**src/hdl/assert_macros.svh**
```systemverilog
// Assertion macros used by the frame allocator sequencer.
// Assertions compile away when SYNTH is defined; no other dependencies.
`ifndef ASSERT_MACROS_SVH
`define ASSERT_MACROS_SVH

`ifndef SYNTH
// The property must hold at every clock edge outside reset.
`define RFA_ASSERT(lbl, clk, rst_n, prop) \
  lbl: assert property (@(posedge clk) disable iff (!rst_n) (prop)) \
    else $error("assertion failed");
// The expression must never be true outside reset.
`define RFA_ASSERT_NEVER(lbl, clk, rst_n, expr) \
  lbl: assert property (@(posedge clk) disable iff (!rst_n) !(expr)) \
    else $error("forbidden condition seen");
`else
`define RFA_ASSERT(lbl, clk, rst_n, prop)
`define RFA_ASSERT_NEVER(lbl, clk, rst_n, expr)
`endif

`endif

```
**src/hdl/rfa_pkg.sv**
```systemverilog
// Shared constants, types and helpers of the reference-counted frame allocator.
// No dependencies; the files that use it refer to it by scoped names.
package rfa_pkg;

  localparam int unsigned FRAME_COUNT = 4096;
  localparam int unsigned COUNT_WIDTH = 8;
  localparam int unsigned FRAME_SHIFT = 12;
  localparam int unsigned ADDR_W      = 32;
  localparam int unsigned IDX_W       = (FRAME_COUNT > 1) ? $clog2(FRAME_COUNT) : 1;

  typedef logic [IDX_W-1:0]       frame_idx_t;
  typedef logic [COUNT_WIDTH-1:0] use_count_t;
  typedef logic [ADDR_W-1:0]      addr_t;

  localparam addr_t      POOL_BASE_RESET = 32'h1000_0000;
  localparam frame_idx_t LAST_IDX        = frame_idx_t'(FRAME_COUNT - 1);
  localparam use_count_t COUNT_MAX       = '1;

  localparam logic [1:0] CMD_ALLOC   = 2'd0;
  localparam logic [1:0] CMD_RETAIN  = 2'd1;
  localparam logic [1:0] CMD_RELEASE = 2'd2;

  localparam logic [1:0] STATUS_OK      = 2'd0;
  localparam logic [1:0] STATUS_INVALID = 2'd1;
  localparam logic [1:0] STATUS_NOMEM   = 2'd2;

  typedef enum logic [2:0] {
    ST_CLEAR,
    ST_IDLE,
    ST_UPDATE,
    ST_SCAN,
    ST_REPLY
  } state_t;

  // Read and write requests toward the count memory.
  typedef struct packed {
    logic       re;
    frame_idx_t addr;
  } ram_rd_t;

  typedef struct packed {
    logic       we;
    frame_idx_t addr;
    use_count_t data;
  } ram_wr_t;

  // Next frame index in the ring of frames.
  function automatic frame_idx_t wrap_inc(frame_idx_t i);
    frame_idx_t r;
    if (i == LAST_IDX) begin
      r = '0;
    end else begin
      r = i + 1'b1;
    end
    return r;
  endfunction

endpackage

```
**src/hdl/rfa_if.sv**
```systemverilog
// Valid/ready channel interfaces for command items and result items.
// Depends on rfa_pkg for the address type.
interface rfa_cmd_if;
  logic                valid;
  logic                ready;
  logic [1:0]          command;
  rfa_pkg::addr_t      frame_address;

  modport source (output valid, command, frame_address, input ready);
  modport sink   (input valid, command, frame_address, output ready);
endinterface

interface rfa_rsp_if;
  logic                valid;
  logic                ready;
  logic [1:0]          status;
  rfa_pkg::addr_t      granted_address;

  modport source (output valid, status, granted_address, input ready);
  modport sink   (input valid, status, granted_address, output ready);
endinterface

```
**src/hdl/rfa_ctrl.sv**
```systemverilog
// Sequencer of the frame allocator: memory clear, command decode, read-modify-write,
// next-fit scan and the result register. Depends on rfa_pkg, rfa_if, assert_macros.svh.
`include "assert_macros.svh"

module rfa_ctrl (
  input  logic                clk,
  input  logic                rst_n,
  input  rfa_pkg::addr_t      pool_base,
  rfa_cmd_if.sink             in_ch,
  rfa_rsp_if.source           out_ch,
  output rfa_pkg::ram_rd_t    ram_rd,
  output rfa_pkg::ram_wr_t    ram_wr,
  input  rfa_pkg::use_count_t ram_rdata
);

  rfa_pkg::state_t     state_r, state_nxt;
  rfa_pkg::frame_idx_t clr_idx_r, clr_idx_nxt;
  rfa_pkg::frame_idx_t idx_r, idx_nxt;
  rfa_pkg::frame_idx_t scan_cnt_r, scan_cnt_nxt;
  rfa_pkg::frame_idx_t next_index_r, next_index_nxt;
  logic                is_release_r, is_release_nxt;
  logic [1:0]          res_status_r, res_status_nxt;
  rfa_pkg::addr_t      res_addr_r, res_addr_nxt;
  logic                out_valid_r, out_valid_nxt;
  logic [1:0]          out_status_r, out_status_nxt;
  rfa_pkg::addr_t      out_addr_r, out_addr_nxt;

  rfa_pkg::addr_t      offset;
  logic                in_range;
  rfa_pkg::frame_idx_t lookup_idx;
  logic                in_ready;

  // Pool-relative frame number of the presented address.
  assign offset     = in_ch.frame_address - pool_base;
  assign in_range   = (32'(offset >> rfa_pkg::FRAME_SHIFT) < rfa_pkg::FRAME_COUNT);
  assign lookup_idx = offset[rfa_pkg::FRAME_SHIFT +: rfa_pkg::IDX_W];

  always_comb begin
    state_nxt      = state_r;
    clr_idx_nxt    = clr_idx_r;
    idx_nxt        = idx_r;
    scan_cnt_nxt   = scan_cnt_r;
    next_index_nxt = next_index_r;
    is_release_nxt = is_release_r;
    res_status_nxt = res_status_r;
    res_addr_nxt   = res_addr_r;
    out_valid_nxt  = out_valid_r && !out_ch.ready;
    out_status_nxt = out_status_r;
    out_addr_nxt   = out_addr_r;
    in_ready       = 1'b0;
    ram_rd.re      = 1'b0;
    ram_rd.addr    = idx_r;
    ram_wr.we      = 1'b0;
    ram_wr.addr    = idx_r;
    ram_wr.data    = '0;

    case (state_r)
      rfa_pkg::ST_CLEAR: begin
        ram_wr.we   = 1'b1;
        ram_wr.addr = clr_idx_r;
        clr_idx_nxt = rfa_pkg::wrap_inc(clr_idx_r);
        if (clr_idx_r == rfa_pkg::LAST_IDX) begin
          state_nxt = rfa_pkg::ST_IDLE;
        end
      end

      rfa_pkg::ST_IDLE: begin
        in_ready       = 1'b1;
        is_release_nxt = (in_ch.command == rfa_pkg::CMD_RELEASE);
        if (in_ch.valid) begin
          if (in_ch.command == rfa_pkg::CMD_ALLOC) begin
            ram_rd.re    = 1'b1;
            ram_rd.addr  = next_index_r;
            idx_nxt      = next_index_r;
            scan_cnt_nxt = '0;
            state_nxt    = rfa_pkg::ST_SCAN;
          end else if ((in_ch.command == rfa_pkg::CMD_RETAIN ||
                        in_ch.command == rfa_pkg::CMD_RELEASE) && in_range) begin
            ram_rd.re   = 1'b1;
            ram_rd.addr = lookup_idx;
            idx_nxt     = lookup_idx;
            state_nxt   = rfa_pkg::ST_UPDATE;
          end else begin
            res_status_nxt = rfa_pkg::STATUS_INVALID;
            res_addr_nxt   = '0;
            state_nxt      = rfa_pkg::ST_REPLY;
          end
        end
      end

      rfa_pkg::ST_UPDATE: begin
        res_addr_nxt   = '0;
        res_status_nxt = rfa_pkg::STATUS_INVALID;
        if (is_release_r) begin
          if (ram_rdata != '0) begin
            ram_wr.we      = 1'b1;
            ram_wr.data    = ram_rdata - 1'b1;
            res_status_nxt = rfa_pkg::STATUS_OK;
          end
        end else if (ram_rdata != '0 && ram_rdata != rfa_pkg::COUNT_MAX) begin
          ram_wr.we      = 1'b1;
          ram_wr.data    = ram_rdata + 1'b1;
          res_status_nxt = rfa_pkg::STATUS_OK;
        end
        state_nxt = rfa_pkg::ST_REPLY;
      end

      rfa_pkg::ST_SCAN: begin
        // The read for the following frame is issued every cycle; it is simply
        // discarded when the current frame turns out to be free.
        ram_rd.re    = 1'b1;
        ram_rd.addr  = rfa_pkg::wrap_inc(idx_r);
        res_addr_nxt = '0;
        if (ram_rdata == '0) begin
          ram_wr.we      = 1'b1;
          ram_wr.data    = rfa_pkg::use_count_t'(1);
          next_index_nxt = idx_r;
          res_status_nxt = rfa_pkg::STATUS_OK;
          res_addr_nxt   = pool_base + (32'(idx_r) << rfa_pkg::FRAME_SHIFT);
          state_nxt      = rfa_pkg::ST_REPLY;
        end else if (scan_cnt_r == rfa_pkg::LAST_IDX) begin
          res_status_nxt = rfa_pkg::STATUS_NOMEM;
          state_nxt      = rfa_pkg::ST_REPLY;
        end else begin
          idx_nxt      = rfa_pkg::wrap_inc(idx_r);
          scan_cnt_nxt = scan_cnt_r + 1'b1;
        end
      end

      rfa_pkg::ST_REPLY: begin
        if (!out_valid_r || out_ch.ready) begin
          out_valid_nxt  = 1'b1;
          out_status_nxt = res_status_r;
          out_addr_nxt   = res_addr_r;
          state_nxt      = rfa_pkg::ST_IDLE;
        end
      end

      default: begin
        state_nxt = rfa_pkg::ST_IDLE;
      end
    endcase
  end

  always_ff @(posedge clk) begin
    if (!rst_n) begin
      state_r      <= rfa_pkg::ST_CLEAR;
      clr_idx_r    <= '0;
      next_index_r <= '0;
      out_valid_r  <= 1'b0;
    end else begin
      state_r      <= state_nxt;
      clr_idx_r    <= clr_idx_nxt;
      next_index_r <= next_index_nxt;
      out_valid_r  <= out_valid_nxt;
    end
  end

  always_ff @(posedge clk) begin
    idx_r        <= idx_nxt;
    scan_cnt_r   <= scan_cnt_nxt;
    is_release_r <= is_release_nxt;
    res_status_r <= res_status_nxt;
    res_addr_r   <= res_addr_nxt;
    out_status_r <= out_status_nxt;
    out_addr_r   <= out_addr_nxt;
  end

  assign in_ch.ready            = in_ready;
  assign out_ch.valid           = out_valid_r;
  assign out_ch.status          = out_status_r;
  assign out_ch.granted_address = out_addr_r;

  `RFA_ASSERT(a_next_index_in_pool, clk, rst_n, 32'(next_index_r) < rfa_pkg::FRAME_COUNT)
  `RFA_ASSERT(a_accept_starts_work, clk, rst_n,
              (in_ch.valid && in_ch.ready) |=> state_r != rfa_pkg::ST_IDLE)
  `RFA_ASSERT(a_scan_write_ends, clk, rst_n,
              (state_r == rfa_pkg::ST_SCAN && ram_wr.we) |=> state_r == rfa_pkg::ST_REPLY)
  `RFA_ASSERT_NEVER(a_addr_only_on_ok, clk, rst_n,
                    out_valid_r && out_status_r != rfa_pkg::STATUS_OK && out_addr_r != '0)

endmodule

```
**src/flat_wrapper.sv**
```systemverilog
// flat-port wrapper written by rule: the top's interface ports become plain ports
module rfa_ctrl_flat 
  (clk, rst_n, pool_base, ram_rd, ram_wr, ram_rdata, in_ch_valid, in_ch_command, in_ch_frame_address, in_ch_ready, out_ch_valid, out_ch_status, out_ch_granted_address, out_ch_ready);
  rfa_cmd_if in_ch_i ();
  rfa_rsp_if out_ch_i ();
  input  logic clk;
  input  logic rst_n;
  input  rfa_pkg::addr_t pool_base;
  output rfa_pkg::ram_rd_t ram_rd;
  output rfa_pkg::ram_wr_t ram_wr;
  input  rfa_pkg::use_count_t ram_rdata;
  input wire logic [$bits(in_ch_i.valid)-1:0] in_ch_valid;
  input wire logic [$bits(in_ch_i.command)-1:0] in_ch_command;
  input wire logic [$bits(in_ch_i.frame_address)-1:0] in_ch_frame_address;
  output wire logic [$bits(in_ch_i.ready)-1:0] in_ch_ready;
  output wire logic [$bits(out_ch_i.valid)-1:0] out_ch_valid;
  output wire logic [$bits(out_ch_i.status)-1:0] out_ch_status;
  output wire logic [$bits(out_ch_i.granted_address)-1:0] out_ch_granted_address;
  input wire logic [$bits(out_ch_i.ready)-1:0] out_ch_ready;
  assign in_ch_i.valid = in_ch_valid;
  assign in_ch_i.command = in_ch_command;
  assign in_ch_i.frame_address = in_ch_frame_address;
  assign in_ch_ready = in_ch_i.ready;
  assign out_ch_valid = out_ch_i.valid;
  assign out_ch_status = out_ch_i.status;
  assign out_ch_granted_address = out_ch_i.granted_address;
  assign out_ch_i.ready = out_ch_ready;
  rfa_ctrl u_core (.clk(clk), .rst_n(rst_n), .pool_base(pool_base), .in_ch(in_ch_i), .out_ch(out_ch_i), .ram_rd(ram_rd), .ram_wr(ram_wr), .ram_rdata(ram_rdata));
endmodule
```
**config.mk**
```make
export PLATFORM = sky130hd
export DESIGN_NAME = rfa_ctrl_flat
export DESIGN_NICKNAME = d
export VERILOG_FILES = /design/src/hdl/rfa_pkg.sv /design/src/hdl/rfa_if.sv /design/src/hdl/rfa_ctrl.sv /design/src/flat_wrapper.sv
export VERILOG_INCLUDE_DIRS = /design/src /design/src/hdl
export SDC_FILE = /design/constraint.sdc
export NUM_CORES = 1
export LEC_CHECK = 0
export BUFFER_PORTS_ARGS = -buffer_cell sky130_fd_sc_hd__buf_2
export CORE_ASPECT_RATIO = 0.8
export CORE_MARGIN = 4
export CORE_UTILIZATION = 44
export CTS_BUF_LIST = sky130_fd_sc_hd__clkbuf_4
export DETAILED_ROUTE_END_ITERATION = 10
export GPL_TIMING_DRIVEN = 0
export PLACE_DENSITY_LB_ADDON = 0.05
export SYNTH_ARGS = -nofsm -noshare
export SYNTH_HDL_FRONTEND = slang
export SYNTH_SLANG_ARGS = --single-unit
```
**constraint.sdc**
```tcl
create_clock -name clk -period 13.2 [get_ports clk]
set_input_delay 0 -clock clk [delete_from_list [all_inputs] [get_ports clk]]
set_output_delay 0 -clock clk [all_outputs]
set_load 0.005 [all_outputs]
```
==> key figures, run 1 <==
Run status
  – Status: finished clean

Clocking
  – Hold Buf Count CTS: 29
  – Postcts setup bufs: 0
  – Root Driver: clkbuf_4
  – Latest clock arrival within the worst-skew pair: 0.56 ns
  – CTS tree: yes
  – Clock-pin slew on the worst setup and hold paths: 0.12 ns
  – Resize count post-CTS: 0
  – H-tree levels: 4
  – Cts bufs inserted: 17
  – Clock sinks: 121
  – Max clock buf depth: 2

Layout
  – # diodes: 0
  – Fin cells: between 1k and 1.5k
  – FILL cells: 1721
  – Nets: 1224
  – P&R area growth vs syn: 20.25%
  – Layout cell share with drive strength beyond 1: 17.60%
  – Most frequent cells in the layout: buf_2, nand2_1, nor2_1, edfxtp_1, a21oi_1
  – Commonest non-fill, non-tap cell in the layout: buf_2

STA
  – Count of final setup violators: 0
  – Fin crit share: 33.90%
  – Slew headroom: 19.12%
  – Clk_skew: 0.02317 ns
  – Worst-Margin Slew: 1.209 ns
  – Max Freq: 223.5 MHz
  – Fin. Hold Viols: 0
  – Min Tclk post-route: 4.475 ns
  – RSZ-0062 raised after global routing: false
  – Fin. max-slew vios: 0
  – Setup TNS: 0 ns

Synth
  – Post-synth cell types: 70
  – Asr flop ratio synth: 0%
  – Post-synthesis instance total: 902
  – Ys flop type: edfxtp_1
  – Syn Nets: 1031
  – Ys Warns: 0
  – Post-synth top area share: 34.51%
  – Synthesis-stage register bit count: 121
  – Mapped Area: slightly above 8000 sq um
  – Synth area leader: edfxtp_1
  – Sequential share of the synthesized area: ~41%
  – Post-synth EDFFs: 93
  – Synth Area per Inst: 8.972 sq um
  – Synth top area cells: edfxtp_1, ha_1, dfxtp_1

Die
  – Die span in y: approximately 130 um
  – Die X: 159.6 um
  – IO Count: 148
  – Row cnt: 44
  – Die area: between 20000 and 25000 sq um
  – Initial Util: 44.68%
  – Core footprint: 18110 sq um

Route
  – Post-route ant nets: 0
  – DRC Markers: 0
  – Wire per inst: 17.75 um
  – Via Count: about 7.4k
  – WL final: roughly 24000 um
  – Initial drt markers: 590
  – Vias per inst: about 5.5
  – First-pass DRT Iterations: 6

Placed design
  – Placed cells: between 1k and 1.5k
  – RePlAce Congestion: 0.8928
  – DPL Wire Length: ~18000 um
  – Port bufs: about 140

Power
  – Maximum VDD drop: 0.04779 mV
  – Pleak: 3.917 nW
  – Sw Pwr: 0.2553 mW
  – Pint: 0.5903 mW
  – Pwr per Cell Area: 86.89 nW/um^2
  – Clk pwr share: about a third
  – Part of the power in registers: 48.3%
  – Combinational share of power: 17.8%
  – Sw frac: 30.20%

Critical path
  – CP arrival: 4.89 ns
  – WP data required: 13.61 ns
  – Crit. End Element: flop
  – Max FO, Critical Path: 8
  – Crit start category: flop
  – Setup CP Type: reg2reg

Global routing
  – First-pass GRT wire length: 36940 um
  – Pin count of the biggest net entering global routing: 35
  – Total gr overflow: 0
  – GRT Overall Usage: 22.70%
  – Vias in the first global route: 6596
  – Initial antenna violation count: 0

Flow run
  – Max_cap viols: 0

Hold path
  – Worst Hold Class: in2reg
kinds of logic after synthesis:
| family | Yosys count | synth area share, % |
|---|---|---|
| fa+ha+maj | 51 | 7.978 |
| xor+xnor | 64 | 6.926 |
| buf+inv | 88 | 4.282 |
| mux | 17 | 2.118 |
| simple gates | 351 | 20.38 |
| compound gates | 210 | 16.88 |
| flops | 121 | 41.43 |
final cells by class:
class	instances	area (sq um)	area share (%)
Tap cell	230	287.8	2.957
Timing Repair Buffer	174	1039	10.67
Sequential cell	121	3353	34.46
Clock inverter	14	165.2	1.697
Multi-Input combinational cell	693	4405	45.27
Inverter	50	187.7	1.929
Buffer	38	158.9	1.633
Clock buffer	18	135.1	1.389
cell usage after synthesis (all sizes together), types with 9 or more instances:
cell type	n
a21oi	66
and2	11
ha	50
dfxtp	28
clkbuf	31
xnor2	34
o21ai	41
nand3	25
nor4	9
nor3	18
a21boi	18
and3	20
edfxtp	93
a21o	12
nand2	118
xor2	30
inv	50
mux2i	16
nor2	93
nand4	18
per-stage QoR:
step / hold slack [ns] / power (mW) / utilization (%) / worst slack [ns] / area, sq um
after CTS: 0.02632 / 0.8491 / 53.73 / 8.723 / 9732
after floorplan: 0.05617 / 0.5131 / - / 8.612 / 8093
after global placement: 0.3225 / 0.5577 / 50.25 / 6.966 / 9101
after global routing: 0.05459 / 0.8842 / 53.73 / 8.508 / 9732
final: 0.06788 / 0.8456 / 53.73 / 8.725 / 9732
after detailed placement: 0.3259 / 0.5574 / 50.47 / 8.790 / 9141
path summary, 6_finish.rpt:
check,startpoint,to,slack [ns],cells after the start
min,pool_base[19],u_core.res_addr_r[19]$_SDFFCE_PN0P_,0.07,4
min reg2reg,u_core.res_addr_r[28]$_SDFFCE_PN0P_,u_core.out_ch.granted_address[28]$_DFFE_PP_,0.41,0
max,u_core.idx_r[1]$_DFFE_PP_,u_core.res_addr_r[29]$_SDFFCE_PN0P_,8.73,13
max reg2reg,u_core.idx_r[1]$_DFFE_PP_,u_core.res_addr_r[29]$_SDFFCE_PN0P_,8.73,13
power by group through the flow:
stage	Sequential, mW	Clock, mW	Combinational, mW
floorplan	0.417	0	0.0966
global placement	0.417	0	0.141
detailed placement	0.417	0	0.141
CTS	0.408	0.293	0.148
global route	0.408	0.309	0.167
finish	0.408	0.287	0.150
flip-flops by register name, summed over array words and instances, names as in the netlist, 2 cells and up:
name,count
u_core.out_ch.granted_address,32
u_core.res_addr_r,32
u_core.clr_idx_r,12
u_core.idx_r,12
u_core.next_index_r,12
u_core.scan_cnt_r,12
u_core.state_r,3
u_core.out_ch.status,2
u_core.res_status_r,2
worst max-delay path, cell delays in order (launching register included):
cell and delay (ns):
edfxtp_1 0.53, ha_1 0.32, a21o_1 0.15, a21oi_1 0.21, o21bai_1 0.09, a21oi_1 0.23
o21bai_1 0.13, a211o_1 0.34, a2111o_1 0.42, a31oi_1 0.55, o21ai_0 0.13, dlygate4sd3_1 0.57
a21oi_1 0.12, dlygate4sd3_1 0.55
metal layers:
metal	vias up	GRT usage [%]	part of all wire [%]
met4	0	4.286	0.96
met2	266	31.54	40
met5	-	0	0
li1	3659	-	-
met1	3405	36.41	52
met3	20	4.483	6.4
No activity file was read; power rests on OpenSTA's default activity.
==> run 2: changes to the inputs <==
--- a/config.mk
+++ b/config.mk
@@ -6,6 +6,7 @@
 export SDC_FILE = /design/constraint.sdc
 export NUM_CORES = 1
 export LEC_CHECK = 0
+export ABC_AREA = 1
 export BUFFER_PORTS_ARGS = -buffer_cell sky130_fd_sc_hd__buf_2
 export CORE_ASPECT_RATIO = 0.8
 export CORE_MARGIN = 4
==> constraint.sdc (replaced) <==
create_clock -name clk -period 3.7 [get_ports clk]
set_input_delay 0 -clock clk [delete_from_list [all_inputs] [get_ports clk]]
set_output_delay 0 -clock clk [all_outputs]
set_load 0.005 [all_outputs]
==> run 2 against run 1 <==
  * Global-route usage is 1.1 points higher
  * Worst hold slack better by 0.021 ns
  * Clock power grew to 3.2 times the previous value
  * Fmax is 28% higher
  * First-iteration DRC count is 22% higher
  * Register-to-register slack worse by 8.5 ns
  * Critical path depth is 3 higher
  * Area after synthesis is 9.4% higher
  * Clock-buffer cell count is 1 lower
  * Sequential share of layout area is 2.8 points lower
  * Synthesized cell count is 39% higher
  * Critical path type unchanged
  * Critical endpoint unchanged
  * Largest cell class unchanged
  * Largest power group unchanged
==> key figures, run 2 <==
Run status
  – Status: finished clean

STA
  – Worst-Margin Slew: 0.8478 ns
  – Fin. max-slew vios: 0
  – Fin. Hold Viols: 0
  – RSZ-0062 raised after global routing: false
  – Hold slack: about 0.09 ns
  – Max Freq: 285.7 MHz
  – Fin crit share: a little over nine tenths
  – Clk_skew: about 0.019 ns
  – Setup TNS: 0 ns
  – Count of final setup violators: 0
  – Slew headroom: 43.27%
  – Min Tclk post-route: 3.500 ns

Die
  – Initial Util: around 45%
  – Core footprint: 19800 sq um
  – IO Count: 148
  – Die span in y: between 100 and 150 um
  – Die area: about 22000 sq um
  – Row cnt: 46
  – Die X: ~170 um

Placed design
  – Placed cells: 1669
  – DPL Wire Length: roughly 22000 um
  – Port bufs: 147
  – RePlAce Congestion: 0.9367

Route
  – Wire per inst: 15.76 um
  – First-pass DRT Iterations: 5
  – Post-route ant nets: 0
  – Initial drt markers: 720
  – WL final: 27360 um
  – Via Count: 8742
  – Vias per inst: 5.036
  – DRC Markers: 0

Synth
  – Synthesis-stage register bit count: between 100 and 150
  – Main combinational cell family by area after synthesis: simple AND/OR/NAND/NOR gates
  – Asr flop ratio synth: 0%
  – Compound-Gate Fraction of Synth Area: a little over an eighth
  – Syn Nets: 1385
  – Synth top area cells: edfxtp_1, nand2_1, inv_1
  – Mapped Area: 8853 sq um
  – Synth area leader: edfxtp_1
  – Simple-Gate Fraction of Synth Area: ~29%
  – Post-synth EDFFs: 93
  – Post-synthesis adder-cell area fraction: about 7.3%
  – Synth Area per Inst: 7.049 sq um
  – Sequential share of the synthesized area: roughly 38%
  – Post-synthesis xor/xnor area fraction: 2.671%
  – Post-synth cell types: 41
  – Cell with the most instances after synthesis: nand2_1
  – Ys flop type: edfxtp_1
  – Post-synth top area share: 31.54%
  – Post-synthesis instance total: approximately 1.3k
  – Post-synthesis mux area share: 0%
  – Ys Warns: 0
  – Commonest cells in the netlist: nand2_1, inv_1, nor2_1

Critical path
  – WP data required: between 4 and 5 ns
  – Top cell by count, worst path: nand2_1
  – WP buf/inv: 4
  – Delay-heaviest family, CP: buffers and inverters
  – Worst-path cell chain: ha_1 -> a21oi_1 -> nor2_1 -> a211oi_1 -> nand2_1 -> a21boi_0 -> inv_1 -> nand2_1 -> inv_1 -> nand2_1 -> nand2_1 -> nand3_1 -> nor2_1 -> dlygate4sd3_1 -> nor2_1 -> dlygate4sd3_1
  – Crit. End Element: flop
  – Crit start category: flop
  – Setup CP Type: reg2reg
  – Max FO, Critical Path: 5
  – Worst stage delay on the critical path: between 0.5 and 0.6 ns
  – CP arrival: 3.93 ns
  – Slowest CP cell: dlygate4sd3_1

Hold path
  – Worst Hold Class: in2reg

Global routing
  – GRT Overall Usage: 23.84%
  – First-pass GRT wire length: 42110 um
  – Initial antenna violation count: 4
  – Total gr overflow: 0
  – Pin count of the biggest net entering global routing: 33
  – Vias in the first global route: roughly 8k

Layout
  – Layout cell share with drive strength beyond 1: ~16%
  – P&R area growth vs syn: 19.73%
  – Final core utilization: 53.54%
  – Nets: approximately 1.6k
  – Most frequent cells in the layout: nand2_1, inv_1, buf_2
  – Commonest non-fill, non-tap cell in the layout: nand2_1
  – Fin cells: roughly 1.7k

Flow run
  – Max_cap viols: 0

Clocking
  – Cts bufs inserted: 17
  – CTS tree: yes
  – Latest clock arrival within the worst-skew pair: 0.55 ns
  – Root Driver: clkbuf_4
  – H-tree levels: 4
  – Clock-pin slew on the worst setup and hold paths: 0.14 ns
  – Max clock buf depth: 2
  – Clock sinks: 121

Power
  – Tot Pwr: 4.358 mW
  – Pwr per Cell Area: around 410 nW/um^2
  – Maximum VDD drop: slightly below 0.2 mV
  – Pleak: approximately 5 nW
-- run 2: cell types whose count changed in the layout (fill, tap and decap cells not counted), sizes merged, moves of 11 or more --
cell	previous run	this run
mux2i	16	0
o21ai	41	69
and3	20	2
xor2	30	19
xnor2	34	8
clkbuf	49	33
inv	56	215
a21boi	18	2
nor3	18	29
a21oi	66	110
nand2	118	358
nor2	93	135
nand3	25	60
-- run 2: repair_timing --
item                                    CTS  global route
setup buffers                             0             1
endpoints found under the hold margin    44             0
hold buffers                             30             0
resized for setup                         0             6
endpoints found under the setup margin    0            46
-- run 2: cell type report --
| class | count | area, sq um |
|---|---|---|
| clock buffer | 17 | 127.6 |
| sequential | 121 | 3353 |
| fill | 2060 | 9199 |
| tap | 264 | 330.3 |
| timing repair inverter | 1 | 7.507 |
| antenna | 3 | 7.507 |
| inverter | 209 | 788.3 |
| timing repair buffer | 180 | 1071 |
| multi-input combinational | 904 | 4657 |
| buffer | 22 | 101.3 |
| clock inverter | 15 | 156.4 |
-- run 2: final timing paths --
path	cells past startpoint	to	start	slack, ns
worst max-delay path	16	u_core.res_addr_r[29]$_SDFFCE_PN0P_	u_core.idx_r[4]$_DFFE_PP_	0.20
worst min-delay path	4	u_core.res_addr_r[13]$_SDFFCE_PN0P_	pool_base[13]	0.09
worst max register to register	16	u_core.res_addr_r[29]$_SDFFCE_PN0P_	u_core.idx_r[4]$_DFFE_PP_	0.20
worst min register to register	0	u_core.out_ch.granted_address[23]$_DFFE_PP_	u_core.res_addr_r[23]$_SDFFCE_PN0P_	0.43
-- run 2: routing by layer --
metal | up-vias | share of wire, % | track usage (%) | routed length (um)
met5 | - | 0.048 | 0 | 13
met4 | 2 | 2.2 | 6.497 | 598
met3 | 36 | 7.2 | 4.682 | 1959
met2 | 295 | 41 | 35.19 | 11250
met1 | 3922 | 49 | 35.78 | 13540
li1 | 4487 | - | - | -
-- run 2: where the power goes --
group | total, mW | internal (mW) | switching [mW]
Sequential | 1.80 | 1.71 | 0.0898
Combinational | 1.63 | 0.565 | 1.07
Clock | 0.930 | 0.307 | 0.623
-- run 2: logic make-up (layout without fill, tap and decap cells) --
kind of cell | after synthesis | after routing
compound gates | 215 | 215
xor+xnor | 27 | 27
fa+ha+maj | 51 | 51
buf+inv | 231 | 444
flops | 121 | 121
other cells | 0 | 3
simple gates | 611 | 611
-- run 2: tightest hold or removal path: stages --
cell and delay, ns:
buf_2 0.13, inv_1 0.10, fa_1 0.17, nor2_1 0.06
-- run 2: through the flow --
stage	setup slack [ns]	instance area, sq um
2_1_floorplan	1.052	8853
3_3_place_gp	0.1858	9920
3_5_place_dp	0.1959	9963
4_1_cts	0.1771	10550
5_1_grt	0.008491	10600
6_report	0.2003	10600
==> run 3: changes to the inputs <==
--- a/config.mk
+++ b/config.mk
@@ -9,7 +9,7 @@
 export ABC_AREA = 1
 export BUFFER_PORTS_ARGS = -buffer_cell sky130_fd_sc_hd__buf_2
 export CORE_ASPECT_RATIO = 0.8
-export CORE_MARGIN = 4
+export CORE_MARGIN = 1
 export CORE_UTILIZATION = 44
 export CTS_BUF_LIST = sky130_fd_sc_hd__clkbuf_4
 export DETAILED_ROUTE_END_ITERATION = 10
==> run 3 against run 2 <==
  * Sequential power about the same
  * Non-clock buffer count increased by 2
  * First-iteration DRC count increased by 7.5%
  * Critical endpoint is now u_core.res_addr_r[21]$_SDFFCE_PN0P_
  * Highest routed layer is now met4
==> key figures, run 3 (synthesis results as in run 2) <==
Power
  – Pleak: 5.067 nW
  – Pwr per Cell Area: just over 400 nW/um^2
  – Maximum VDD drop: 0.2355 mV

Route
  – Vias per inst: 5.106
  – WL final: 27160 um
  – DRC Markers: 0
  – First-pass DRT Iterations: 5
  – Post-route ant nets: 0
  – Wire per inst: 15.63 um
  – Initial drt markers: a little under 800
  – Via Count: 8869

STA
  – Fin. max-slew vios: 0
  – Fin crit share: 94.54%
  – Slew headroom: 52.68%
  – Max Freq: 285.9 MHz
  – RSZ-0062 raised after global routing: false
  – Clk_skew: 0.03164 ns
  – Setup WS post-layout: 0.2022 ns
  – Worst-Margin Slew: 0.7023 ns
  – Count of final setup violators: 0
  – Hold slack: around 0.08 ns
  – Fin. Hold Viols: 0
  – Min Tclk post-route: 3.498 ns
  – Setup TNS: 0 ns

Die
  – IO Count: 148
  – Initial Util: approximately 45%
  – Core footprint: 19740 sq um
  – Row cnt: 46
  – Die X: roughly 160 um
  – Die span in y: between 100 and 150 um
  – Die area: 20700 sq um

Critical path
  – Max FO, Critical Path: 16
  – Crit start category: input pin
  – CP arrival: 3.67 ns
  – WP data required: 3.88 ns
  – Crit. End Element: flop
  – Setup CP Type: in2reg

Global routing
  – Initial antenna violation count: 1
  – Met1 usage: 40.06%
  – Met3 usage in global routing: 3.675%
  – Total gr overflow: 0
  – First-pass GRT wire length: 41340 um
  – Busiest grt layer: met1
  – GRT Overall Usage: 26.16%
  – GR Util met2: between 30% and 40%
  – Vias in the first global route: 7737
  – Pin count of the biggest net entering global routing: 33

Clocking
  – CTS tree: yes
  – Latest clock arrival within the worst-skew pair: 0.55 ns
  – Clock sinks: about 120
  – Cts bufs inserted: 17
  – Clock-pin slew on the worst setup and hold paths: 0.13 ns
  – Max clock buf depth: 2
  – Root Driver: clkbuf_4
  – H-tree levels: 4

Placed design
  – DPL Wire Length: 21360 um
  – RePlAce Congestion: between 0.8 and 0.9
  – Port bufs: 147
  – Place WS: a little over 0.09 ns
  – Placed cells: 1669

Layout
  – Commonest non-fill, non-tap cell in the layout: nand2_1
  – Most frequent cells in the layout: nand2_1, inv_1, buf_2
  – Fin cells: 1737
  – Nets: 1587
  – Layout cell share with drive strength beyond 1: 16.04%
  – Final core utilization: 53.75%
  – P&R area growth vs syn: 19.86%

Run status
  – Status: finished clean

Flow run
  – Max_cap viols: 0

Hold path
  – Worst Hold Class: in2reg
run 3: cell types whose count changed in the layout (fill, tap and decap cells not counted), sizes merged:
cell / before / now
buf: 156 / 158
clkinv: 6 / 5
diode: 3 / 2
inv: 215 / 216
run 3: path summary, 6_finish.rpt:
check	from	to	slack [ns]	cells past startpoint
worst max register to register	u_core.idx_r[5]$_DFFE_PP_	u_core.res_addr_r[29]$_SDFFCE_PN0P_	0.25	16
worst min-delay path	pool_base[15]	u_core.res_addr_r[15]$_SDFFCE_PN0P_	0.08	3
worst max-delay path	pool_base[24]	u_core.res_addr_r[21]$_SDFFCE_PN0P_	0.20	18
worst min register to register	u_core.res_addr_r[27]$_SDFFCE_PN0P_	u_core.out_ch.granted_address[27]$_DFFE_PP_	0.43	0
run 3: metrics by stage:
stage                     instance area [sq um]  power [mW]
final                                     10610       4.380
after floorplan                            8853       2.780
after global placement                     9920       3.381
after global routing                      10610       4.663
after detailed placement                   9963       3.410
after CTS                                 10540       4.370
run 3: layout make-up:
type / instances / area [sq um]
antenna: 2 / 5.005
buffer: 22 / 101.3
clock buffer: 17 / 127.6
clock inverter: 15 / 151.4
fill: 2011 / 9130
inverter: 209 / 788.3
multi-input combinational: 904 / 4661
sequential: 121 / 3353
tap: 264 / 330.3
timing repair buffer: 182 / 1086
timing repair inverter: 1 / 7.507
run 3: worst max-delay path, cell delays in order:
cell	delay, ns
dlygate4sd3_1	0.53
buf_2	0.14
inv_1	0.23
ha_1	0.36
a21oi_1	0.32
nand2_1	0.10
nand2_1	0.07
nand3_1	0.06
a21oi_1	0.20
nand3b_1	0.11
nand2_1	0.07
nand3_1	0.16
nor2_2	0.24
nand2_2	0.12
nand2_1	0.11
nand2_1	0.11
nand2_1	0.27
clkinvlp_4	0.44
run 3: what timing repair did:
action                                  4_1_cts  5_1_grt
hold endpoints to repair                     45        0
buffers inserted                              0        3
endpoints found under the setup margin        0       46
gates resized for setup                       0        9
hold buffers                                 30        0
run 3: power by group:
part | internal (mW) | switching [mW]
sequential | 1.71 | 0.0860
combinational | 0.571 | 1.08
clock | 0.307 | 0.630
run 3: routing by layer:
layer | routed length, um | up-vias | share of wire, %
met3 | 1819 | 16 | 6.7
met1 | 13730 | 4046 | 51
met2 | 11450 | 321 | 42
met4 | 157 | 0 | 0.58
li1 | - | 4486 | -
met5 | 0 | - | 0
